**src/rtl/fnp_pkg.sv**
```systemverilog
// Package: shared types and character constants for the FASTA nucleotide packer.
`timescale 1ns / 1ps
`default_nettype none
package fnp_pkg;

	// Characters with a meaning of their own in FASTA text
	localparam logic [7:0] NEWLINE_CHAR = 8'h0A;
	localparam logic [7:0] HEADER_CHAR  = 8'h3E;

	// Tail code offsets in three-base mode
	localparam logic [7:0] TAIL_PAIR_BASE   = 8'd64;
	localparam logic [7:0] TAIL_SINGLE_BASE = 8'd80;

	// Group mode codes
	localparam logic MODE_THREE = 1'b0;
	localparam logic MODE_FOUR  = 1'b1;

	// Two-bit base codes
	localparam logic [1:0] BASE_A = 2'd0;
	localparam logic [1:0] BASE_C = 2'd1;
	localparam logic [1:0] BASE_G = 2'd2;
	localparam logic [1:0] BASE_T = 2'd3;

	// Number of held bases at which the next base closes a group (group size less one)
	localparam logic [1:0] LAST_SLOT_THREE = 2'd2;
	localparam logic [1:0] LAST_SLOT_FOUR  = 2'd3;

	// Classification of one text character
	typedef struct packed {
		logic       is_newline;
		logic       is_header_mark;
		logic       is_base;
		logic [1:0] base;
	} sym_t;

	// One result of the packing stage
	typedef struct packed {
		logic       valid;
		logic [7:0] code;
		logic       bad_symbol;
	} result_t;

	// Packing state made visible to the top level
	typedef struct packed {
		logic       halted;
		logic       group_mode;
		logic [1:0] bases_held;
	} status_t;

endpackage
`default_nettype wire

```
**src/rtl/fnp_classify.sv**
```systemverilog
// Character classifier: maps one text byte to newline, header mark or base code.
`timescale 1ns / 1ps
`default_nettype none
module fnp_classify (
	input  wire logic [7:0]  text_byte,
	output fnp_pkg::sym_t    sym
);
	import fnp_pkg::*;

	// Decode the byte; N counts as A, lower case folds to upper
	always_comb begin
		sym                = '0;
		sym.is_newline     = (text_byte == NEWLINE_CHAR);
		sym.is_header_mark = (text_byte == HEADER_CHAR);
		unique case (text_byte)
			"A", "a", "N", "n": begin
				sym.is_base = 1'b1;
				sym.base    = BASE_A;
			end
			"C", "c": begin
				sym.is_base = 1'b1;
				sym.base    = BASE_C;
			end
			"G", "g": begin
				sym.is_base = 1'b1;
				sym.base    = BASE_G;
			end
			"T", "t": begin
				sym.is_base = 1'b1;
				sym.base    = BASE_T;
			end
			default: begin
				sym.is_base = 1'b0;
				sym.base    = BASE_A;
			end
		endcase
	end

endmodule
`default_nettype wire

```
**src/rtl/fnp_core.sv**
```systemverilog
// Packing core: line state, base accumulator, tail flush and halt on bad symbols.
`timescale 1ns / 1ps
`default_nettype none
module fnp_core (
	input  wire logic          clk,
	input  wire logic          arst_n,
	input  wire logic          group_mode_we,
	input  wire logic          group_mode_wd,
	input  wire logic          fire,
	input  wire fnp_pkg::sym_t sym,
	input  wire logic          last,
	output fnp_pkg::result_t   res,
	output fnp_pkg::status_t   status
);
	import fnp_pkg::*;

	logic       group_mode_q;
	logic       in_header_q;
	logic       at_line_start_q;
	logic [1:0] bases_held_q;
	logic [5:0] partial_q;
	logic       halted_q;

	logic       in_header_d;
	logic       at_line_start_d;
	logic [1:0] bases_held_d;
	logic [5:0] partial_d;
	logic       halted_d;
	logic [7:0] acc;
	logic [1:0] last_slot;

	assign acc       = {partial_q, sym.base};
	assign last_slot = (group_mode_q == MODE_FOUR) ? LAST_SLOT_FOUR : LAST_SLOT_THREE;

	// Work out the next state and the result for the request in hand
	always_comb begin
		in_header_d     = in_header_q;
		at_line_start_d = at_line_start_q;
		bases_held_d    = bases_held_q;
		partial_d       = partial_q;
		halted_d        = halted_q;
		res             = '0;
		if (!halted_q) begin
			priority if (sym.is_newline) begin
				in_header_d     = 1'b0;
				at_line_start_d = 1'b1;
			end else if (in_header_q) begin
				at_line_start_d = 1'b0;
			end else if (at_line_start_q && sym.is_header_mark) begin
				in_header_d     = 1'b1;
				at_line_start_d = 1'b0;
			end else if (!sym.is_base) begin
				at_line_start_d = 1'b0;
				halted_d        = 1'b1;
				res.valid       = 1'b1;
				res.bad_symbol  = 1'b1;
			end else if (bases_held_q == last_slot) begin
				at_line_start_d = 1'b0;
				res.valid       = 1'b1;
				res.code        = acc;
				bases_held_d    = 2'd0;
				partial_d       = 6'd0;
			end else begin
				at_line_start_d = 1'b0;
				bases_held_d    = bases_held_q + 2'd1;
				partial_d       = acc[5:0];
			end
			// Flush a three-base tail and start a fresh file at end of input
			if (last && !halted_d) begin
				if (!res.valid && group_mode_q == MODE_THREE && bases_held_d != 2'd0) begin
					res.valid = 1'b1;
					if (bases_held_d == 2'd2) begin
						res.code = TAIL_PAIR_BASE | {4'd0, partial_d[3:0]};
					end else begin
						res.code = TAIL_SINGLE_BASE | {6'd0, partial_d[1:0]};
					end
				end
				in_header_d     = 1'b0;
				at_line_start_d = 1'b1;
				bases_held_d    = 2'd0;
				partial_d       = 6'd0;
			end
		end
	end

	// Hold state; advance on each request, drop the open group on a mode write
	always_ff @(posedge clk or negedge arst_n) begin
		if (!arst_n) begin
			group_mode_q    <= MODE_FOUR;
			in_header_q     <= 1'b0;
			at_line_start_q <= 1'b1;
			bases_held_q    <= 2'd0;
			partial_q       <= 6'd0;
			halted_q        <= 1'b0;
		end else if (group_mode_we) begin
			group_mode_q <= group_mode_wd;
			bases_held_q <= 2'd0;
			partial_q    <= 6'd0;
		end else if (fire) begin
			in_header_q     <= in_header_d;
			at_line_start_q <= at_line_start_d;
			bases_held_q    <= bases_held_d;
			partial_q       <= partial_d;
			halted_q        <= halted_d;
		end
	end

	assign status.halted     = halted_q;
	assign status.group_mode = group_mode_q;
	assign status.bases_held = bases_held_q;

endmodule
`default_nettype wire

```
**src/rtl/fasta_nucleotide_packer.sv**
```systemverilog
// Top level: input register, packing core and output register of the FASTA packer.
`timescale 1ns / 1ps
`default_nettype none
// Packs FASTA text, one byte per request, into code bytes of two-bit bases
// (A=0, C=1, G=2, T=3, N as A, lower case folded), four per code when
// group_mode is 1 and three per code when it is 0, with 64+pair and
// 80+base tail codes on end_of_input in three-base mode. Header lines
// starting with '>' and newlines are skipped; any other byte yields one
// result with bad_symbol set and halts the block until reset. A request
// is taken every cycle unless the input stalls: it is held in the input
// register, then packed by one pass of logic into the output register,
// which offers its result, if any. Back-pressure on the output stalls the
// input only when both registers are full. The user must write group_mode
// only while idle; the block does not enforce this. A write discards an open group.
module fasta_nucleotide_packer (
	input  wire logic       clk,
	input  wire logic       arst_n,
	input  wire logic       group_mode_we,
	input  wire logic       group_mode,
	input  wire logic       in_valid,
	output logic            in_ready,
	input  wire logic [7:0] text_byte,
	input  wire logic       end_of_input,
	output logic            out_valid,
	input  wire logic       out_ready,
	output logic [7:0]      code,
	output logic            bad_symbol
);
	import fnp_pkg::*;

	logic       valid_s1;
	logic [7:0] text_s1;
	logic       last_s1;
	logic       out_valid_q;
	logic [7:0] code_q;
	logic       bad_q;
	logic       advance;
	logic       fire;
	sym_t       sym;
	result_t    res;
	status_t    status;

	// The output register frees when empty or taken
	assign advance  = !out_valid_q || out_ready;
	assign fire     = valid_s1 && advance;
	assign in_ready = !valid_s1 || advance;

	// Input register
	always_ff @(posedge clk or negedge arst_n) begin
		if (!arst_n) begin
			valid_s1 <= 1'b0;
		end else if (in_ready) begin
			valid_s1 <= in_valid;
		end
	end

	always_ff @(posedge clk) begin
		if (in_valid && in_ready) begin
			text_s1 <= text_byte;
			last_s1 <= end_of_input;
		end
	end

	fnp_classify u_classify (
		.text_byte (text_s1),
		.sym       (sym)
	);

	fnp_core u_core (
		.clk           (clk),
		.arst_n        (arst_n),
		.group_mode_we (group_mode_we),
		.group_mode_wd (group_mode),
		.fire          (fire),
		.sym           (sym),
		.last          (last_s1),
		.res           (res),
		.status        (status)
	);

	// Output register
	always_ff @(posedge clk or negedge arst_n) begin
		if (!arst_n) begin
			out_valid_q <= 1'b0;
		end else if (advance) begin
			out_valid_q <= fire && res.valid;
		end
	end

	always_ff @(posedge clk) begin
		if (fire && res.valid) begin
			code_q <= res.code;
			bad_q  <= res.bad_symbol;
		end
	end

	assign out_valid  = out_valid_q;
	assign code       = code_q;
	assign bad_symbol = bad_q;

`ifndef SYNTHESIS
	// A flagged symbol carries a zero code
	a_bad_code_zero: assert property (@(posedge clk) disable iff (!arst_n)
		out_valid && bad_symbol |-> code == 8'd0)
		else $error("bad symbol result with non-zero code");

	// Once halted, no further result is produced
	a_halt_silent: assert property (@(posedge clk) disable iff (!arst_n)
		status.halted |-> !res.valid)
		else $error("result produced while halted");

	// Three-base mode never holds three bases
	a_held_bound: assert property (@(posedge clk) disable iff (!arst_n)
		status.group_mode == MODE_THREE |-> status.bases_held != 2'd3)
		else $error("open group overran its size");

	// Input stalls only with both registers full
	a_stall_cause: assert property (@(posedge clk) disable iff (!arst_n)
		!in_ready |-> valid_s1 && out_valid_q && !out_ready)
		else $error("input stalled without a full pipeline");
`endif

endmodule
`default_nettype wire
```
**config.mk**
```make
export PLATFORM = sky130hd
export DESIGN_NAME = fasta_nucleotide_packer
export DESIGN_NICKNAME = d
export VERILOG_FILES = /design/src/rtl/fnp_pkg.sv /design/src/rtl/fnp_classify.sv /design/src/rtl/fnp_core.sv /design/src/rtl/fasta_nucleotide_packer.sv
export SDC_FILE = /design/constraint.sdc
export NUM_CORES = 1
export LEC_CHECK = 0
export BUFFER_PORTS_ARGS = -buffer_cell sky130_fd_sc_hd__buf_4
export CORE_UTILIZATION = 55
export DETAILED_ROUTE_END_ITERATION = 16
export GPL_TIMING_DRIVEN = 0
export MAX_ROUTING_LAYER = met4
export PLACE_DENSITY = 0.83
export SLEW_MARGIN = 0
export SYNTH_ARGS = -nofsm -noshare
export SYNTH_HDL_FRONTEND = slang
export SYNTH_SLANG_ARGS = --single-unit
```
**constraint.sdc**
```tcl
create_clock -name clk -period 2.38 [get_ports clk]
set_input_delay 0.238 -clock clk [delete_from_list [all_inputs] [get_ports clk]]
set_output_delay 0.238 -clock clk [all_outputs]
set_load 0.1 [all_outputs]
```
==> results.md, run 1 <==
- Status: finished, violations left
- Failing checks: DRC
- Starting Density: 0.591
- PnR worst setup slack: 55.3 ps
- HPWL Detailed: 2720 um
- PnR Total Power: 1.09 mW
- First-pass GRT wire length: 6070 um
- Synth-to-layout area growth: 23.1%
- #FFs+latches synth: 32
- Post-synthesis xor/xnor area fraction: 0
- Cell type with the largest total area after synthesis: edfxtp_1
- Cell Area, Synth: 0.00166 mm2
- Share of the synthesized area in the top cell type: 0.326
- Skew-Pair Late Insertion Delay: 350 ps
- CP required: 2590 ps
- P per Cell Area: 533 mW/mm2
- Final wirelength: 4030 um
- Die ar.: 0.00324 mm2
- Clock Pin Slew Worst Setup and Hold Paths: 110 ps
- Post-synthesis compound-gate area fraction: 0.176
- CTS Buffer Depth: 2
- Worst EP arrival: 2540 ps
- Worst slew margin: 0.649
- DR pass1 iterations: 10
- Initial DRC count: 87
- DP Worst Slack: -172 ps
- Yosys cell types: 49
- Post-synthesis mux area share: 0.0136
- Crit path capture type: flip-flop
- Sequential area share after synthesis: 0.538
- Cells after DPL: 211
- Final hold vios: 0
- Tmin final: 2320 ps
- Total global routing overflow: 0
- Placement Rows: 19
- Syn Inst Count: 155
- Vias in the first global route: 1,330
- Sink Count: 32
- Post-Synth Adder-Cell Area: 0
- I/O Buffers: 25
- Avg WL per Cell: 17.8 um
- Final period util: 0.977
- ANT nets after route: 0
- Slew Viols, Final: 0
- Synth Area per Inst: 10.7 um2
- Startpoint type of the worst setup path: flip-flop
- CTS Buf Count: 5
- Setup TNS: 0 ps
- Root buf cell: clkbuf_4
- N_diodes: 0
- Max-cap viol count: 0
- Critical path peak fanout: 8
- Net Count, Synth: 170
- Vias per cell: 6.31
- Area of placed instances: 0.00189 mm2
- Setup Viol. Count Final: 0
- Ports: 26
- Largest family of logic cells by synthesized area: simple AND/OR/NAND/NOR gates
- Largest net degree at the start of global routing: 15
- Post-Synth Simple-Gate Area: 0.246
- Asr flop ratio synth: 0.438
- Top post-synthesis cells by area: edfxtp_1, dfrtp_1, dfstp_2, nor2_1, nand2b_1
- Final nets: 209
- Post-Layout Cell Count: 226
- H-tree Lvls: 2
- Core footprint: 0.00281 mm2
- Min-delay worst type: primary input to flip-flop
- Fraction of layout instances using a drive strength above 1: 0.308
- TritonCTS clock tree: built
- Total number of vias: 1,426
- GRT Util Overall: 0.265
- Final estimated routing congestion in global placement: 0.942
- Leak: 0.735 nW
- FMAX: 430 MHz
- Tightest Pin Transition: 527 ps
- Cell area after layout: 0.00204 mm2
- Kind of critical path: flip-flop to flip-flop
- Die Y: 56.9 um
- Clk_skew: 9.38 ps
- Drt drc: 2
- Final Core Density: 0.728
- Hold_ws: 55.9 ps
- Warnings from Yosys: 0
- Number of synthesized flops with an enable pin: 18
- Dominant synthesized flop cell: edfxtp_1
- Die width: 56.9 um
- Worst IR Drop VDD: 0.460 mV
- Initial antenna violation count: 0
-- flip-flops by register name, summed over array words and instances (netlist names) --
register	flops
u_core.group_mode_q	1
valid_s1	1
bad_symbol	1
text_s1	8
code	8
u_core.partial_q	6
u_core.bases_held_q	2
u_core.at_line_start_q	1
u_core.in_header_q	1
u_core.halted_q	1
out_valid	1
last_s1	1
-- final cells by class --
cell class,instances,area [um2]
buffer,8,31.3
clock buffer,5,37.5
clock inverter,3,18.8
fill,206,763
inverter,3,11.3
multi-input combinational,113,774
sequential,32,895
tap,31,38.8
timing repair buffer,31,235
-- what timing repair did --
item,CTS,global route
resized for setup,2,6
hold buffers,1,0
hold endpoints to repair,14,0
gates cloned,0,1
setup endpoints to repair,9,17
pin swaps,0,2
setup buffers,0,5
-- kinds of logic after synthesis --
group / count (synthesis)
and+or+nand+nor: 72
AOI/OAI and AO/OA: 38
DFF: 32
buffers and inverters: 11
muxes: 2
-- cells in the final DEF (no fill, tap or decap), types with 4 or more instances in the layout --
| master | n |
|---|---|
| nand3_1 | 9 |
| a21oi_1 | 5 |
| edfxtp_1 | 18 |
| buf_4 | 30 |
| o21ai_0 | 7 |
| clkbuf_4 | 5 |
| nand3b_1 | 4 |
| nand2b_1 | 8 |
| nand2_1 | 10 |
| nor3_1 | 6 |
| clkbuf_1 | 7 |
| dfrtp_1 | 11 |
| nor2_1 | 13 |
-- critical path, cell delays in order, from the launching register on --
cell	delay, ps
edfxtp_1	500
or3b_1	380
a21o_1	240
a211o_4	430
a221oi_1	430
a32oi_1	90
nor2_1	110
-- worst paths after layout --
| path | start | end | slack (ps) | cells past startpoint |
|---|---|---|---|---|
| max reg2reg | text_s1[1] | code[2] | 60 | 6 |
| min in group asynchronous | arst_n | u_core.partial_q[5] | 270 | 2 |
| max in group asynchronous | arst_n | u_core.group_mode_q | 1870 | 2 |
| min | text_byte[4] | text_s1[4] | 60 | 1 |
| max | text_s1[1] | code[2] | 60 | 6 |
| min reg2reg | u_core.at_line_start_q | u_core.at_line_start_q | 530 | 1 |
-- power breakdown --
part | total (mW) | internal, mW | switching, mW
logic | 0.142 | 0.0617 | 0.0800
clock network | 0.312 | 0.113 | 0.199
registers | 0.635 | 0.613 | 0.0221
total | 1.09 | 0.787 | 0.301
-- per-layer routing --
metal | GRT usage | routed length, um | up-vias
met5 | - | 0 | -
met4 | 0.153 | 198 | 0
met3 | 0.0783 | 230 | 21
met2 | 0.420 | 1990 | 65
met1 | 0.298 | 1610 | 676
li1 | - | - | 664
-- cell usage after synthesis, drive strengths merged, types with 3 or more instances --
master  instances
or3             3
nand3           9
a21oi           7
clkbuf          7
nor2           15
or2b            3
o21ai           7
nand2b          8
inv             3
nand2          10
nor3            6
nor2b           3
nand3b          4
edfxtp         18
dfrtp          12
a32oi           3
No activity file was read; power rests on OpenSTA's default activity.
==> inputs of run 2 (changes only) <==
Settings changed: MAX_ROUTING_LAYER met4 to not set, SYNTH_HIERARCHICAL set to 1.
==> results.md, run 2 <==
- N_diodes: 0 (unchanged)
- H-tree Lvls: 2 (unchanged)
- Status: finished, final reports clean
- Most frequent cells in the layout: buf_4, edfxtp_1, dfrtp_1
- GRT busiest layer: met2
- Worst EP arrival: 2370 ps (-170 ps)
- Vias in the first global route: 1,212 (-8.9%)
- Met1 GRT Util: 0.274 (-0.0239)
- Worst Hold End: last_s1
- Final wirelength: 3550 um (-12%)
- Sink Count: 32 (unchanged)
- Cells along the critical path: buf_4 > nand4b_1 > nor3_4 > a211o_1 > buf_4 > a21oi_1 > o21ai_1 > a21oi_2 > nand2_2 > nor2b_4
- Min-delay worst type: primary input to flip-flop
- Total global routing overflow: 0 (unchanged)
- CP required: 2410 ps (-180 ps)
- Initial DRC count: 62 (-29%)
- Net Count, Synth: 152 (-11%)
- First-pass GRT wire length: 5440 um (-10%)
- Ports: 26 (unchanged)
- Tightest Pin Transition: 496 ps (-30.6 ps)
- Reg-to-reg slack, setup: 30 ps (-20 ps)
- Hold Crit Depth: 1 (unchanged)
- Avg WL per Cell: 16.7 um (-6.7%)
- Die Y: 56.5 um (-0.69%)
- I/O Buffers: 25 (unchanged)
- FMAX: 426 MHz (-1.0%)
- Tmin final: 2350 ps (+23.6 ps)
- Startpoint type of the worst setup path: flip-flop
- Setup Viol. Count Final: 0 (unchanged)
- Initial antenna violation count: 0 (unchanged)
- Kind of critical path: flip-flop to flip-flop
- TritonCTS clock tree: built
- Reg area: 893 um2 (-0.14%)
- Slew Viols, Final: 0 (unchanged)
- ANT nets after route: 0 (unchanged)
- Synth-to-layout area growth: 28.8%
- Cell Area, Synth: 0.00164 mm2 (-1.4%)
- CP dominant cell by count: buf_4
- Clk_skew: 7.36 ps (-2.02 ps)
- Reg2Reg Depth: 10 (+4)
- Most common cell after layout, fill and taps aside: buf_4
- Die ar.: 0.00320 mm2 (-1.4%)
- CTS Buf Count: 5 (unchanged)
- Starting Density: 0.588 (-0.00349)
- Final estimated routing congestion in global placement: 0.869 (-7.7%)
- Final hold vios: 0 (unchanged)
- Total number of vias: 1,320 (-7.4%)
- Root buf cell: clkbuf_4
- Final nets: 196 (-6.2%)
- HPWL Detailed: 2270 um (-17%)
- Crit-path max cell delay: 470 ps (-30 ps)
- Area of the multi-input gates: 778 um2 (+0.48%)
- GRT Util Overall: 0.227 (-0.0379)
- Worst IR Drop VDD: 0.455 mV (-1.2%)
- Die width: 56.5 um (-0.69%)
- CTS Buffer Depth: 2 (unchanged)
- GR met2 Demand/Resource: 0.387 (-0.0336)
- Final period util: 0.987 (+0.00990)
- Cell area after layout: 0.00211 mm2 (+3.1%)
- Core footprint: 0.00278 mm2 (-0.85%)
- Met3 usage: 0.0484 (-0.0300)
- Setup TNS: 0 ps (unchanged)
- Placement Rows: 19 (unchanged)
- Max-cap viol count: 0 (unchanged)
- P per Cell Area: 497 mW/mm2 (-6.8%)
- Fraction of layout instances using a drive strength above 1: 0.390 (+0.0824)
- Worst slew margin: 0.669 (+0.0204)
- Vias per cell: 6.20 (-1.8%)
- Fillers: 168 (-18%)
- Critical path peak fanout: 9 (+1)
- Largest net degree at the start of global routing: 15 (unchanged)
- Clock Pin Slew Worst Setup and Hold Paths: 90 ps (-20 ps)
- Leak: 0.871 nW (+19%)
- Area of placed instances: 0.00186 mm2 (-1.2%)
- Drt drc: 0 (-2)
- Synth Area per Inst: 11.9 um2 (+12%)
- Hold path startpoint: end_of_input
- Skew-Pair Late Insertion Delay: 320 ps (-30 ps)
- RR Startpoint: text_s1[4]
- Syn Inst Count: 137 (-12%)
- Reg-to-Reg End: code[6]
- Crit path capture type: flip-flop
- Warnings from Yosys: 6 (+6)
- DR pass1 iterations: 4 (-6)
- Critical path's slowest cell: edfxtp_1
-- run 2: cell types whose count changed in the layout (fill, tap and decap cells not counted), moves of 3 or more --
cell / change
clkbuf_1: -3
nor3_1: -3
nand3b_1: -3
nand2_1: -6
nand3_1: -6
buf_6: +3
buf_4: +6
nor2_1: -3
o21ai_0: -5
a22o_1: +6
a21oi_1: +3
o211ai_1: +3
-- run 2: per-stage QoR --
step                      power [mW]  instances  hold WS [ps]   util  setup slack (ps)
after floorplan                0.685        137         -57.6      -              87.8
after global placement         0.716        193          99.9  0.670              -225
after detailed placement       0.720        193           105  0.670              -317
after CTS                       1.03        204          81.4  0.711              8.67
after global routing            1.08        213          73.4  0.757             -36.4
final                           1.05        213          85.7  0.757              31.7
-- run 2: timing repair --
| item | CTS | global route |
|---|---|---|
| setup endpoints to repair | 16 | 9 |
| pin swaps | 0 | 8 |
| gates cloned | 1 | 0 |
| hold buffers | 1 | 0 |
| gates resized for setup | 6 | 13 |
| endpoints found under the hold margin | 14 | 0 |
| buffers inserted | 2 | 9 |
-- run 2: power by group --
group	switching (mW)	internal, mW	leakage [nW]
clock network	0.169	0.146	0.0326
logic	0.0420	0.0512	0.488
registers	0.0270	0.611	0.351
total	0.238	0.808	0.871
-- run 2: worst max path at each step --
stage	startpoint	end	depth (start not counted)
3_5_place_dp	text_s1[0]	code[0]	8
3_3_place_gp	text_s1[0]	code[0]	8
6_report	text_s1[4]	code[6]	10
4_1_cts	text_s1[0]	code[6]	8
2_1_floorplan	text_s1[0]	bad_symbol	8
5_1_grt	text_s1[1]	bad_symbol	9
-- run 2: critical path: cells and delay by family (launching register included) --
| family | cells | cell delay [ps] |
|---|---|---|
| AND/OR/NAND/NOR | 4 | 610 |
| buffers and inverters | 2 | 350 |
| AO/OA/AOI/OAI | 4 | 640 |
| flip-flops | 1 | 470 |
-- run 2: area by class of cell --
type	instances	area share
Multi-Input combinational cell	96	0.370
Sequential cell	32	0.424
Timing Repair Buffer	37	0.137
Clock buffer	8	0.0279
Tap cell	31	0.0184
Buffer	5	0.0160
Inverter	4	0.00713
-- run 2: metal layers --
| metal | share of wire | wire (um) |
|---|---|---|
| met3 | 0.053 | 189 |
| met2 | 0.52 | 1850 |
| met5 | 0 | 0 |
| met4 | 0.029 | 103 |
| met1 | 0.40 | 1410 |
